File: src/hdl/panel_cleaner_carriage_sequencer_core_defines.svh
// ----------------------------------------------------------------------------
// Panel cleaner carriage sequencer: assertion macros
// Shared concurrent assertion forms, clocked on clk and held off during rst.
// ----------------------------------------------------------------------------
`ifndef PANEL_CLEANER_CARRIAGE_SEQUENCER_CORE_DEFINES_SVH
`define PANEL_CLEANER_CARRIAGE_SEQUENCER_CORE_DEFINES_SVH

// Checks an implication at every rising edge of clk outside reset.
`define PCS_ASSERT_IMPL(label, ante, cons, msg) \
  label: assert property (@(posedge clk) disable iff (rst) (ante) |-> (cons)) \
    else $error(msg);

// Checks that a condition never holds at a rising edge of clk outside reset.
`define PCS_ASSERT_NEVER(label, cond, msg) \
  label: assert property (@(posedge clk) disable iff (rst) !(cond)) \
    else $error(msg);

`endif

File: src/hdl/pcs_pkg.sv
// ----------------------------------------------------------------------------
// Panel cleaner carriage sequencer package
// Phase, place and drive codes, register map and configuration defaults.
// ----------------------------------------------------------------------------
package pcs_pkg;

  // Default width and reset value of the pass count register.
  localparam int PASS_BITS_DEF = 8;
  localparam int PASS_RESET    = 4;

  // Register indexes of the configuration port.
  localparam logic REG_PASS_COUNT = 1'b0;

  // Sequencer phases.
  localparam logic [2:0] PH_HOMING = 3'd0;
  localparam logic [2:0] PH_IDLE   = 3'd1;
  localparam logic [2:0] PH_SEEK1  = 3'd2;
  localparam logic [2:0] PH_CLEAN1 = 3'd3;
  localparam logic [2:0] PH_SEEK2  = 3'd4;
  localparam logic [2:0] PH_CLEAN2 = 3'd5;
  localparam logic [2:0] PH_SEEK3  = 3'd6;
  localparam logic [2:0] PH_CLEAN3 = 3'd7;

  // Carriage places.
  localparam logic [2:0] PL_INIT = 3'd0;
  localparam logic [2:0] PL_HOME = 3'd1;
  localparam logic [2:0] PL_ONE  = 3'd2;
  localparam logic [2:0] PL_TWO  = 3'd3;
  localparam logic [2:0] PL_EDGE = 3'd4;

  // Travel motor commands.
  localparam logic [1:0] DR_STOP  = 2'd0;
  localparam logic [1:0] DR_LEFT  = 2'd1;
  localparam logic [1:0] DR_RIGHT = 2'd2;

  // Input command codes.
  localparam logic CMD_TICK  = 1'b0;
  localparam logic CMD_START = 1'b1;

  // Panel selections.
  localparam logic [1:0] PANEL_NONE  = 2'd0;
  localparam logic [1:0] PANEL_ONE   = 2'd1;
  localparam logic [1:0] PANEL_TWO   = 2'd2;
  localparam logic [1:0] PANEL_THREE = 2'd3;

endpackage

File: src/hdl/panel_cleaner_carriage_sequencer_core.sv
// ----------------------------------------------------------------------------
// Panel cleaner carriage sequencer core
// Homing, panel seek, brush strokes and return of a cleaning carriage.
// ----------------------------------------------------------------------------
// Each input beat is a sensor sample tick or a start command, and each one
// yields exactly one result beat in the next cycle. The sequencer decides a
// beat in combinational logic from the phase and sensor history registers, so
// a new beat is taken in every cycle that the input is ready, which is whenever
// the result register is empty or its beat is taken in the same cycle. The
// motor, place and busy fields of the result are read straight from the state
// registers, which change only when the next beat is taken. After reset the
// carriage homes; pass_count is written over the APB port at address 0.
`include "panel_cleaner_carriage_sequencer_core_defines.svh"

module panel_cleaner_carriage_sequencer_core
  import pcs_pkg::*;
#(
  parameter int PASS_BITS = PASS_BITS_DEF
) (
  input  logic        clk,
  input  logic        rst,
  // Configuration port.
  input  logic        psel,
  input  logic        penable,
  input  logic        pwrite,
  input  logic [2:0]  paddr,
  input  logic [31:0] pwdata,
  output logic [31:0] prdata,
  output logic        pready,
  // Input channel.
  input  logic        in_valid,
  output logic        in_ready,
  input  logic        cmd,
  input  logic [1:0]  panel_select,
  input  logic        home_switch,
  input  logic        edge_switch,
  input  logic        prox_level,
  // Result channel.
  output logic        out_valid,
  input  logic        out_ready,
  output logic [1:0]  drive,
  output logic        brush_on,
  output logic        water_on,
  output logic [2:0]  place,
  output logic        busy_res,
  output logic        job_done,
  output logic        start_rejected
);

  localparam int CNT_W = PASS_BITS + 1;

  // State registers.
  logic [PASS_BITS-1:0] pass_count;
  logic [2:0]           phase, phase_next;
  logic [CNT_W-1:0]     stroke_count, stroke_count_next;
  logic                 clean_prox_ref, clean_prox_ref_next;
  logic                 seek_prox_ref, seek_prox_ref_next;
  logic [1:0]           seek_edges, seek_edges_next;
  logic                 limit_ref, limit_ref_next;
  logic                 limit_prev, limit_prev_next;
  logic [2:0]           carriage_place, carriage_place_next;
  logic [1:0]           drive_reg, drive_reg_next;
  logic                 brush_reg, brush_reg_next;
  logic                 water_reg, water_reg_next;
  logic                 done_next, rej_next;

  logic             accept;
  logic             prox_fall;
  logic [CNT_W-1:0] count_inc;
  logic [CNT_W-1:0] limit_single;
  logic [CNT_W-1:0] limit_double;
  logic             cfg_write;

  // Configuration port: writes land on the access cycle, reads are direct.
  assign pready    = 1'b1;
  assign cfg_write = psel && penable && pwrite && pready;

  always_comb begin
    prdata = 32'd0;
    if (paddr[2] == REG_PASS_COUNT) begin
      prdata = 32'(pass_count);
    end
  end

  always_ff @(posedge clk) begin
    if (rst) begin
      pass_count <= PASS_BITS'(PASS_RESET);
    end else if (cfg_write && paddr[2] == REG_PASS_COUNT) begin
      pass_count <= pwdata[PASS_BITS-1:0];
    end
  end

  // Handshake: the result register parts the two channels.
  assign in_ready = !out_valid || out_ready;
  assign accept   = in_valid && in_ready;

  assign prox_fall    = clean_prox_ref && !prox_level;
  assign count_inc    = stroke_count + CNT_W'(1);
  assign limit_single = {1'b0, pass_count};
  assign limit_double = {pass_count, 1'b0};

  // Next state for one beat.
  always_comb begin
    phase_next          = phase;
    stroke_count_next   = stroke_count;
    clean_prox_ref_next = clean_prox_ref;
    seek_prox_ref_next  = seek_prox_ref;
    seek_edges_next     = seek_edges;
    limit_ref_next      = limit_ref;
    limit_prev_next     = limit_prev;
    carriage_place_next = carriage_place;
    drive_reg_next      = drive_reg;
    brush_reg_next      = brush_reg;
    water_reg_next      = water_reg;
    done_next           = 1'b0;
    rej_next            = 1'b0;

    if (cmd == CMD_START) begin
      if (phase != PH_IDLE) begin
        rej_next = 1'b1;
      end else if (panel_select != PANEL_NONE) begin
        // A start takes its own samples as the first references.
        stroke_count_next   = '0;
        seek_edges_next     = 2'd0;
        seek_prox_ref_next  = prox_level;
        clean_prox_ref_next = prox_level;
        limit_prev_next     = 1'b0;
        limit_ref_next      = (panel_select == PANEL_THREE) ? edge_switch : home_switch;
        drive_reg_next      = DR_RIGHT;
        brush_reg_next      = 1'b0;
        water_reg_next      = 1'b0;
        unique case (panel_select)
          PANEL_ONE: phase_next = PH_SEEK1;
          PANEL_TWO: phase_next = PH_SEEK2;
          default:   phase_next = PH_SEEK3;
        endcase
      end
    end else begin
      unique case (phase)
        PH_HOMING: begin
          if (limit_prev && home_switch) begin
            drive_reg_next      = DR_STOP;
            brush_reg_next      = 1'b0;
            water_reg_next      = 1'b0;
            done_next           = (carriage_place != PL_INIT);
            carriage_place_next = PL_HOME;
            phase_next          = PH_IDLE;
            limit_prev_next     = 1'b0;
          end else begin
            drive_reg_next  = DR_LEFT;
            brush_reg_next  = 1'b0;
            water_reg_next  = 1'b0;
            limit_prev_next = home_switch;
          end
        end
        PH_IDLE: begin
        end
        PH_SEEK1: begin
          if (seek_prox_ref && !prox_level) begin
            drive_reg_next      = DR_STOP;
            brush_reg_next      = 1'b0;
            water_reg_next      = 1'b0;
            carriage_place_next = PL_ONE;
            phase_next          = PH_CLEAN1;
          end
          seek_prox_ref_next = prox_level;
        end
        PH_CLEAN1: begin
          // The home switch turns the stroke; marker edges are counted away from it.
          if (home_switch) begin
            if (!limit_ref) begin
              drive_reg_next = DR_RIGHT;
              brush_reg_next = 1'b1;
              water_reg_next = 1'b1;
            end
          end else begin
            if (prox_fall) begin
              stroke_count_next = count_inc;
              drive_reg_next    = DR_LEFT;
              brush_reg_next    = 1'b1;
              water_reg_next    = 1'b1;
              if (count_inc > limit_single) begin
                brush_reg_next  = 1'b0;
                water_reg_next  = 1'b0;
                phase_next      = PH_HOMING;
                limit_prev_next = 1'b0;
              end
            end
            clean_prox_ref_next = prox_level;
          end
          limit_ref_next = home_switch;
        end
        PH_SEEK2: begin
          if (seek_prox_ref && !prox_level) begin
            seek_edges_next = seek_edges + 2'd1;
            if (seek_edges + 2'd1 > 2'd1) begin
              seek_edges_next     = 2'd0;
              drive_reg_next      = DR_STOP;
              brush_reg_next      = 1'b0;
              water_reg_next      = 1'b0;
              carriage_place_next = PL_TWO;
              phase_next          = PH_CLEAN2;
            end
          end
          seek_prox_ref_next = prox_level;
        end
        PH_CLEAN2: begin
          // Every marker edge counts; the stroke direction alternates.
          if (prox_fall) begin
            drive_reg_next    = stroke_count[0] ? DR_RIGHT : DR_LEFT;
            brush_reg_next    = 1'b1;
            water_reg_next    = 1'b0;
            stroke_count_next = count_inc;
            if (count_inc > limit_double) begin
              drive_reg_next  = DR_LEFT;
              brush_reg_next  = 1'b0;
              phase_next      = PH_HOMING;
              limit_prev_next = 1'b0;
            end
          end
          clean_prox_ref_next = prox_level;
        end
        PH_SEEK3: begin
          if (limit_prev && edge_switch) begin
            drive_reg_next      = DR_STOP;
            brush_reg_next      = 1'b0;
            water_reg_next      = 1'b0;
            carriage_place_next = PL_EDGE;
            clean_prox_ref_next = prox_level;
            limit_prev_next     = 1'b0;
            phase_next          = PH_CLEAN3;
          end else begin
            limit_prev_next = edge_switch;
          end
        end
        default: begin
          // Panel three: edge switch rising edges count, marker edges turn right.
          if (edge_switch) begin
            if (!limit_ref) begin
              stroke_count_next = count_inc;
              drive_reg_next    = DR_LEFT;
              brush_reg_next    = 1'b1;
              water_reg_next    = 1'b0;
              if (count_inc > limit_single) begin
                brush_reg_next  = 1'b0;
                phase_next      = PH_HOMING;
                limit_prev_next = 1'b0;
              end
            end
          end else begin
            if (prox_fall) begin
              drive_reg_next = DR_RIGHT;
              brush_reg_next = 1'b1;
              water_reg_next = 1'b0;
            end
            clean_prox_ref_next = prox_level;
          end
          limit_ref_next = edge_switch;
        end
      endcase
    end
  end

  // State update on each accepted beat.
  always_ff @(posedge clk) begin
    if (rst) begin
      phase          <= PH_HOMING;
      stroke_count   <= '0;
      clean_prox_ref <= 1'b0;
      seek_prox_ref  <= 1'b0;
      seek_edges     <= 2'd0;
      limit_ref      <= 1'b0;
      limit_prev     <= 1'b0;
      carriage_place <= PL_INIT;
      drive_reg      <= DR_STOP;
      brush_reg      <= 1'b0;
      water_reg      <= 1'b0;
    end else if (accept) begin
      phase          <= phase_next;
      stroke_count   <= stroke_count_next;
      clean_prox_ref <= clean_prox_ref_next;
      seek_prox_ref  <= seek_prox_ref_next;
      seek_edges     <= seek_edges_next;
      limit_ref      <= limit_ref_next;
      limit_prev     <= limit_prev_next;
      carriage_place <= carriage_place_next;
      drive_reg      <= drive_reg_next;
      brush_reg      <= brush_reg_next;
      water_reg      <= water_reg_next;
    end
  end

  // Result register: valid flag and the per-beat pulses.
  always_ff @(posedge clk) begin
    if (rst) begin
      out_valid <= 1'b0;
    end else if (accept) begin
      out_valid <= 1'b1;
    end else if (out_ready) begin
      out_valid <= 1'b0;
    end
  end

  always_ff @(posedge clk) begin
    if (accept) begin
      job_done       <= done_next;
      start_rejected <= rej_next;
    end
  end

  // The held result fields come from the state that this beat left.
  assign drive    = drive_reg;
  assign brush_on = brush_reg;
  assign water_on = water_reg;
  assign place    = carriage_place;
  assign busy_res = (phase != PH_IDLE);

  // A new beat is taken over a waiting result only when that result leaves.
  `PCS_ASSERT_IMPL(a_no_overwrite, accept && out_valid, out_ready,
                   "result overwritten before it was taken")
  // A finished job always reports from home and idle.
  `PCS_ASSERT_IMPL(a_done_at_home, out_valid && job_done,
                   place == PL_HOME && !busy_res, "job done away from home")
  // A beat is either a rejected start or a tick; never both outcomes.
  `PCS_ASSERT_NEVER(a_done_rej, out_valid && job_done && start_rejected,
                    "job done and start rejected on one beat")
  // Water runs only during panel-one strokes.
  `PCS_ASSERT_IMPL(a_water_panel_one, water_reg, phase == PH_CLEAN1 && brush_reg,
                   "water on outside panel-one cleaning")

endmodule

File: config.mk
export PLATFORM = sky130hd
export DESIGN_NAME = panel_cleaner_carriage_sequencer_core
export DESIGN_NICKNAME = d
export VERILOG_FILES = /design/src/hdl/pcs_pkg.sv /design/src/hdl/panel_cleaner_carriage_sequencer_core.sv
export VERILOG_INCLUDE_DIRS = /design/src /design/src/hdl
export SDC_FILE = /design/constraint.sdc
export NUM_CORES = 1
export LEC_CHECK = 0
export ABC_CLOCK_PERIOD_IN_PS = 3700
export BUFFER_PORTS_ARGS = -buffer_cell sky130_fd_sc_hd__buf_2
export CORE_UTILIZATION = 31
export CTS_CLUSTER_DIAMETER = 50
export CTS_CLUSTER_SIZE = 8
export DETAILED_ROUTE_END_ITERATION = 6
export GPL_TIMING_DRIVEN = 0
export PLACE_DENSITY = 0.58
export REMOVE_ABC_BUFFERS = 1
export SKIP_LAST_GASP = 1
export SLEW_MARGIN = 5
export SYNTH_ARGS = -nofsm -noshare
export SYNTH_HDL_FRONTEND = slang
export SYNTH_SLANG_ARGS = --single-unit
File: constraint.sdc
create_clock -name clk -period 3.7 [get_ports clk]
set_input_delay 0.555 -clock clk [delete_from_list [all_inputs] [get_ports clk]]
set_output_delay 0.555 -clock clk [all_outputs]
set_load 0.01 [all_outputs]
==> flow_results.org, run 1 <==
** Die
- Die outline height :: 98.60 um
- Top Ports :: 93
- In this run the horizontal extent of the chip is 98.60 um.
- Site row count :: 34
- Total Die Area :: 9722 sq um
- Core area :: 8891 sq um
- Once the floorplan was initialized, standard cells occupied 32.54% of the core.

** Timing
- Setup repair after global routing left no endpoint under its margin.
- Setup violations remaining at the end of the flow were counted as 0.
- Setup TNS after final layout :: 0 ns
- In this run the tightest slew margin relative to its limit is 36.27%.
- The worst path in the final design needs a cycle of ~3.4 ns, including I/O delays and setup.
- Maximum achievable frequency :: approximately 290 MHz
- Once routing completed, OpenROAD measured the worst setup slack at 0.3032 ns.
- Fin Clk Skew :: 0.009164 ns
- For the pin with the worst max-slew slack, the measured transition is ~0.95 ns.
- Max Slew Vio Count :: 0
- The hold violation count in the final report was 0.
- Final worst path period share :: 91.81%

** Power
- The clock network burns 35.5% of the power.
- Gate power share :: 16.7%
- Pwr Density :: 277.9 nW/um^2
- Worst-case vdd ir drop :: 0.1045 mV
- Fraction of power spent switching nets :: a little under a third
- Net Sw Power :: about 0.27 mW
- Int Power :: 0.6014 mW
- Cell leakage power :: 1.287 nW
- The share of total power dissipated in sequential elements is 47.8%.

** Routing
- In this run the remaining antenna-violating nets after routing total 0.
- For this run, the detailed router's first-pass iteration total came to 5.
- Routed vias/inst :: 5.305
- Post-Route WL :: 6978 um
- DRC Markers :: 0
- After the first detailed-routing iteration, the DRC count stood at 226.
- Dividing the detail-routed wire length by the instance count gives 13.39 um.
- Total number of vias :: 2764

** Clocking
- The cell sitting at the root of the clock tree is a sky130_fd_sc_hd__clkbuf_8.
- Worst-path clk slew :: 0.09 ns
- TritonCTS built the clock tree.
- The H-tree was split into 2 levels.
- The number of hold buffers added after CTS was 0.
- The later pin in the worst-skew pair is clocked with a latency of ~0.3 ns.
- Counting every sink on the clock net gives 36.
- The longest clock path from root to sink contains 2 buffers.
- TritonCTS created 5 clock buffers.

** Run status
- The run finished with clean final reports.

** Synthesis
- For this run, asynchronously set or reset flops after synthesis account for 0%.
- Dominant cells by area after synthesis :: sky130_fd_sc_hd__dfxtp_1 (24%), sky130_fd_sc_hd__ha_1 (8.7%), sky130_fd_sc_hd__a21oi_1 (6.9%)
- Most used flip-flop cell after synthesis :: sky130_fd_sc_hd__dfxtp_1
- Syn. warnings :: 0
- Portion of the post-synthesis area used by sequential elements :: 25.61%
- Counting flops and latches in the post-synthesis netlist gives 36.
- Yosys cell types :: 61
- Of the post-synthesis cell area, the dominant cell type holds 23.53%.
- Of all cell types, the one taking the most synthesized area is sky130_fd_sc_hd__dfxtp_1.
- Counting flops with a built-in enable in the synthesized netlist gives 2.
- Synthesized instance count :: 389
- Synthesized area :: between 2000 and 3000 sq um
- Each instance of the synthesized netlist takes up on average 7.436 sq um.

** Setup path
- In this run the worst path has a maximum fanout of 7.
- The critical path is of the register to register type.
- The worst register-to-register path has a setup slack of 0.30 ns.
- The worst setup path is captured at a register.
- STA classifies the critical path startpoint as a register.
- Data arrival time at the worst-slack endpoint :: 3.61 ns
- Number of cells on the worst reg-to-reg path :: 12
- At the worst endpoint, the required time is 3.92 ns.

** Global routing
- Largest net degree at the start of global routing :: 39
- Number of antenna violations at the first check in global routing :: 0
- After global routing the overflow that remains totals 0.
- Wire length of the first global-routing pass :: about 12000 um
- Global routing consumed, over all layers together, 14.74% of the routing resources.
- The number of global-route vias before repair was about 2400.

** Cells and area
- At the end of the flow the core is filled with cells to about a third.
- Final nets :: 480
- Synth-to-Final Area Change :: 8.132%
- Area of combinational cells with multiple inputs :: 1879 sq um
- Leaving out fill and tap cells, the most frequent cells in the layout are sky130_fd_sc_hd__buf_2 (41), sky130_fd_sc_hd__nor2_1 (40), sky130_fd_sc_hd__a21oi_1 (40).
- Sequential cell area :: 740.7 sq um
- The register with the most flip-flops in the layout has 9 of them.
- Fill cell total of the finished layout :: 923
- Summing all non-filler instances in the final layout gives an area of 3128 sq um.
- More flip-flops sit in one register than any other, and that register is stroke_count.
- Final Non-Filler Cells :: 521
- Most common cell after layout, fill and taps aside :: sky130_fd_sc_hd__buf_2
- Diode count :: 0
- Registers with the most flip-flops :: stroke_count x9, pass_count x8
- Proportion of layout cells with a drive suffix above 1 :: 14.29%

** Placement
- Number of cells after detailed placement :: slightly above 500
- Before CTS, the worst setup slack after placement is around 0.25 ns.
- Port Buffers :: 41
- Estimated wirelength of the detail-placed design :: around 5000 um
- RD Place Congestion :: 0.8919
- Placed cell areas :: 3022 sq um

** Min path
- Hold path depth :: 2
- HP Class :: register to register

** Run
- Max capacitance violation total :: 0
[metrics by stage]
step                      power, mW  hold slack (ns)
final                        0.8692           0.4558
after CTS                    0.8750           0.4592
after detailed placement     0.5670           0.4479
after floorplan              0.5098           0.4253
after global placement       0.5654           0.4360
after global routing         0.9160           0.4761
[power groups by stage]
stage / Combinational (mW) / Clock, mW / Sequential, mW
after CTS: 0.143 / 0.317 / 0.415
after global placement: 0.142 / 0 / 0.424
final: 0.145 / 0.309 / 0.415
after global routing: 0.163 / 0.336 / 0.417
after floorplan: 0.0877 / 0 / 0.422
after detailed placement: 0.143 / 0 / 0.424
[synthesized netlist by cell type (3+ instances only)]
| library cell | number |
|---|---|
| sky130_fd_sc_hd__a211o_1 | 3 |
| sky130_fd_sc_hd__a211oi_1 | 3 |
| sky130_fd_sc_hd__a21oi_1 | 40 |
| sky130_fd_sc_hd__a31oi_1 | 6 |
| sky130_fd_sc_hd__buf_4 | 25 |
| sky130_fd_sc_hd__buf_6 | 3 |
| sky130_fd_sc_hd__clkbuf_1 | 17 |
| sky130_fd_sc_hd__dfxtp_1 | 34 |
| sky130_fd_sc_hd__ha_1 | 20 |
| sky130_fd_sc_hd__inv_1 | 19 |
| sky130_fd_sc_hd__mux2i_1 | 5 |
| sky130_fd_sc_hd__nand2_1 | 36 |
| sky130_fd_sc_hd__nand2b_1 | 6 |
| sky130_fd_sc_hd__nand3_1 | 10 |
| sky130_fd_sc_hd__nand3b_1 | 7 |
| sky130_fd_sc_hd__nand4_1 | 8 |
| sky130_fd_sc_hd__nand4b_1 | 3 |
| sky130_fd_sc_hd__nor2_1 | 40 |
| sky130_fd_sc_hd__nor2b_1 | 7 |
| sky130_fd_sc_hd__nor3_1 | 9 |
| sky130_fd_sc_hd__o211ai_1 | 3 |
| sky130_fd_sc_hd__o21ai_0 | 18 |
| sky130_fd_sc_hd__o21ai_1 | 3 |
| sky130_fd_sc_hd__o31ai_1 | 3 |
| sky130_fd_sc_hd__or3_1 | 3 |
| sky130_fd_sc_hd__or4_1 | 5 |
| sky130_fd_sc_hd__or4b_2 | 3 |
| sky130_fd_sc_hd__xnor2_1 | 5 |
| sky130_fd_sc_hd__xor2_1 | 4 |
[critical path, stage by stage, from the launching register on]
cell                      delay [ns]
sky130_fd_sc_hd__dfxtp_1        0.47
sky130_fd_sc_hd__ha_1           0.28
sky130_fd_sc_hd__nand3_1        0.19
sky130_fd_sc_hd__nor3_1         0.28
sky130_fd_sc_hd__xnor2_1        0.34
sky130_fd_sc_hd__inv_1          0.10
sky130_fd_sc_hd__ha_1           0.31
sky130_fd_sc_hd__nand3_1        0.14
sky130_fd_sc_hd__a211o_1        0.32
sky130_fd_sc_hd__nand4_1        0.15
sky130_fd_sc_hd__a31oi_2        0.17
sky130_fd_sc_hd__or4_1          0.49
sky130_fd_sc_hd__o31ai_1        0.07
[layout make-up]
cell class,count,area share (%)
Clock inverter,2,0.3200
Inverter,20,2.400
Sequential cell,36,23.68
Multi-Input combinational cell,308,60.08
Clock buffer,6,2.640
Tap cell,108,4.320
Timing Repair Buffer,41,6.560
[worst paths after layout]
path / start / end
worst max register to register: stroke_count[0] / phase[1]
worst min-delay path: seek_edges[1] / seek_edges[1]
worst min register to register: seek_edges[1] / seek_edges[1]
worst max-delay path: stroke_count[0] / phase[1]
[per-layer routing]
metal,GRT usage [%],vias up,share of wire [%]
met2,24.27,81,48
met4,5.052,0,1.1
met5,0,-,0
met3,2.553,7,4.8
li1,-,1381,-
met1,19.49,1295,47
[cell families after synthesis]
group | share of synthesized area, %
and+or+nand+nor | 27.64
buffers and inverters | 12.89
adders and majority gates | 8.651
DFF | 25.61
AOI/OAI and AO/OA | 20.50
muxes | 1.730
other | 0.2596
xor gates and xnor gates | 2.725
[what timing repair did]
action,4_1_cts,5_1_grt
resized for setup,0,2
setup endpoints to repair,0,5
buffers inserted,0,0
Power figures use the tool's default switching activity.
==> run 2: changes to the inputs <==
Settings changed: RECOVER_POWER set to 25.
==> flow_results.org, run 2 (synthesized netlist as in run 1, its figures left out) <==
** Run status
- Result of the run: completed (unchanged).

** Timing
- Max Slew Vio Count :: 0 (unchanged)
- Fin Clk Skew :: 0.009531 ns (was 0.009164 ns)
- RSZ-0062 raised after global routing :: no (unchanged)
- Hold Violations, Final :: 0 (unchanged)
- The worst-margin pin slew was 0.9468 ns (was 0.9547 ns).
- The headroom to the max-slew limit is 36.79% (was 36.27%).
- The post-route setup TNS is 0 ns (unchanged).
- The share of the cycle needed by the critical path after routing was 91.75% (was 91.81%).
- Maximum achievable frequency :: 294.6 MHz (was 294.4 MHz)
- The number of endpoints failing setup at the final stage came to 0 (unchanged).
- Time the worst path needs with I/O delays and setup :: 3.395 ns (was 3.397 ns)

** Die
- The starting utilization of the core area is 32.54% (unchanged).
- Top Ports :: 93 (unchanged)
- Total Die Area :: 9722 sq um (unchanged)
- The die boundary width is 98.60 um (unchanged).
- The number of rows in the core area is 34 (unchanged).
- The die span in y is 98.60 um (unchanged).
- The standard cell core area was 8891 sq um (unchanged).

** Setup path
- Category of the critical setup timing path :: register to register (unchanged)
- The cell with the biggest individual delay on the critical path was sky130_fd_sc_hd__or4_1 (unchanged).
- Family with the most delay on the worst path :: simple AND/OR/NAND/NOR gates (unchanged)
- Critical Path, Cell by Cell :: ha_1, nand3_1, nor3_1, xnor2_1, inv_1, ha_1, nand3_1, a211o_1, nand4_1, a31oi_2, or4_1, o31ai_1 (unchanged)
- The largest driver fanout on the critical path came to 7 (unchanged).
- The data required time at the worst endpoint was 3.92 ns (about the same).
- Startpoint type of the worst setup path :: register (unchanged)
- Worst path bufs/invs :: 1 (unchanged)
- Slowest stage delay, CP :: 0.49 ns (about the same)
- Data arrival time at the worst-slack endpoint :: 3.61 ns (about the same)
- Critical Path End Type :: register (unchanged)

** Global routing
- The largest net degree at the start of global routing is 39 (unchanged).
- Number of antenna violations at the first check in global routing :: 0 (unchanged)
- Vias in the first global route :: 2448 (unchanged)
- The total congestion overflow after global routing was 0 (unchanged).
- The first-pass GRT wire length came to 11630 um (unchanged).
- The global-route total usage across every layer was 14.74% (unchanged).

** Cells and area
- Proportion of layout cells with a drive suffix above 1 :: 13.32% (was 14.29%)
- Final nets :: 480 (unchanged)
- Final standard cell area without fillers :: 3123 sq um (was 3128 sq um)
- Fill cell total of the finished layout :: 926 (was 923)
- Top register by number of flip-flops :: stroke_count (unchanged)
- The relative area change from synthesis to final layout was 7.959% (was 8.132%).
- The count of antenna diodes in the layout came to 0 (unchanged).
- Area of combinational cells with multiple inputs :: 1879 sq um (unchanged)
- Registers with the most flip-flops :: stroke_count x9, pass_count x8 (unchanged)
- The flip-flop count of the largest register after layout came to 9 (unchanged).
- Commonest cells after routing, fill and taps aside :: sky130_fd_sc_hd__nor2_1 (40), sky130_fd_sc_hd__a21oi_1 (40), sky130_fd_sc_hd__buf_2 (37) (was sky130_fd_sc_hd__buf_2 (41), sky130_fd_sc_hd__nor2_1 (40), sky130_fd_sc_hd__a21oi_1 (40))
- The register area came to 740.7 sq um (unchanged).

** Clocking
- Post-CTS setup buffers :: 0 (unchanged)
- The number of sinks on the clock net is 36 (unchanged).
- The CTS tree is done (unchanged).
- The clock latency on the worst-skew pair was 0.30 ns (about the same).
- Root Driver :: sky130_fd_sc_hd__clkbuf_8 (unchanged)
- The H-tree depth is 2 (unchanged).
- The clock transition at the registers of the reported paths is 0.09 ns (about the same).
- The number of buffers added to fix hold violations after cts is 0 (unchanged).
- Number of instances resized during post-cts repair :: 0 (unchanged)
- The buffer depth of the longest clock path is 2 (unchanged).
- The number of buffers inserted during clock tree synthesis came to 5 (unchanged).

** Power
- Cell leakage power :: 1.272 nW (was 1.287 nW)
- The maximum VDD drop came to 0.1030 mV (was 0.1045 mV).
- Pwr Density :: 278.1 nW/um^2 (was 277.9 nW/um^2)

** Routing
- The average detailed-routed wire length per instance is 13.51 um (was 13.39 um).
- Number of DRC violations after detailed-routing iteration 0 :: 212 (was 226)
- The mean number of vias per cell was 5.326 (was 5.305).
- The total wire length after detailed routing is 7039 um (was 6978 um).
- The first-pass iteration count of the detailed router is 7 (was 5).
- The final routed DRC violation total is 0 (unchanged).
- Post-detailed-route count of antenna-violating nets :: 0 (unchanged)
- The routed via count was 2775 (was 2764).

** Placement
- The total cell area at the placement stage was 3022 sq um (unchanged).
- The routability congestion estimate from global placement was 0.8919 (unchanged).
- The sum of net half-perimeters after detailed placement came to 4994 um (unchanged).
- Port Buffers :: 41 (unchanged)

** Min path
- HP Class :: register to register (unchanged)

** Run
- Max capacitance violation total :: 0 (unchanged)
==> run 2: changes by cell type in the layout (fill, tap and decap cells not counted), sizes merged <==
cell / before / now
buf: 41 / 37
clkbuf: 6 / 10
==> run 2: final cells by class <==
| type | count | area share (%) |
|---|---|---|
| Timing Repair Buffer | 41 | 6.410 |
| Sequential cell | 36 | 23.72 |
| Inverter | 20 | 2.404 |
| Clock buffer | 6 | 2.644 |
| Clock inverter | 2 | 0.3205 |
| Tap cell | 108 | 4.327 |
| Multi-Input combinational cell | 308 | 60.18 |
==> run 2: worst paths after layout <==
check | startpoint | end | slack [ns] | depth (start not counted)
worst max register to register | stroke_count[0] | phase[1] | 0.31 | 12
worst max-delay path | stroke_count[0] | phase[1] | 0.31 | 12
worst min-delay path | seek_edges[1] | seek_edges[1] | 0.45 | 2
worst min register to register | seek_edges[1] | seek_edges[1] | 0.45 | 2
==> run 2: power breakdown <==
part	total [mW]	switching [mW]	internal, mW
sequential	0.415	0.0153	0.400
combinational	0.145	0.0935	0.0515
clock	0.308	0.159	0.149
==> run 2: per-layer routing <==
metal	vias to the layer above	global-route usage, %	share of wire (%)
met3	7	2.553	5.9
met1	1295	19.49	46
met5	-	0	0
met4	0	5.052	1.1
li1	1378	-	-
met2	95	24.27	46
==> run 2: per-stage QoR <==
step	total power, mW	hold slack (ns)	std cells	util (%)	worst slack, ns
3_5_place_dp	0.5670	0.4479	513	33.99	0.2467
2_1_floorplan	0.5098	0.4253	364	-	0.7993
4_1_cts	0.8750	0.4592	521	35.03	0.1988
6_report	0.8686	0.4538	521	35.13	0.3052
5_1_grt	0.9154	0.4761	521	35.13	0.01324
3_3_place_gp	0.5654	0.4360	513	33.99	0.1978
==> run 2: tightest hold or removal path, stage by stage (launching register included) <==
cell                      delay [ns]
sky130_fd_sc_hd__dfxtp_1        0.30
sky130_fd_sc_hd__inv_1          0.06
sky130_fd_sc_hd__nor3_1         0.05
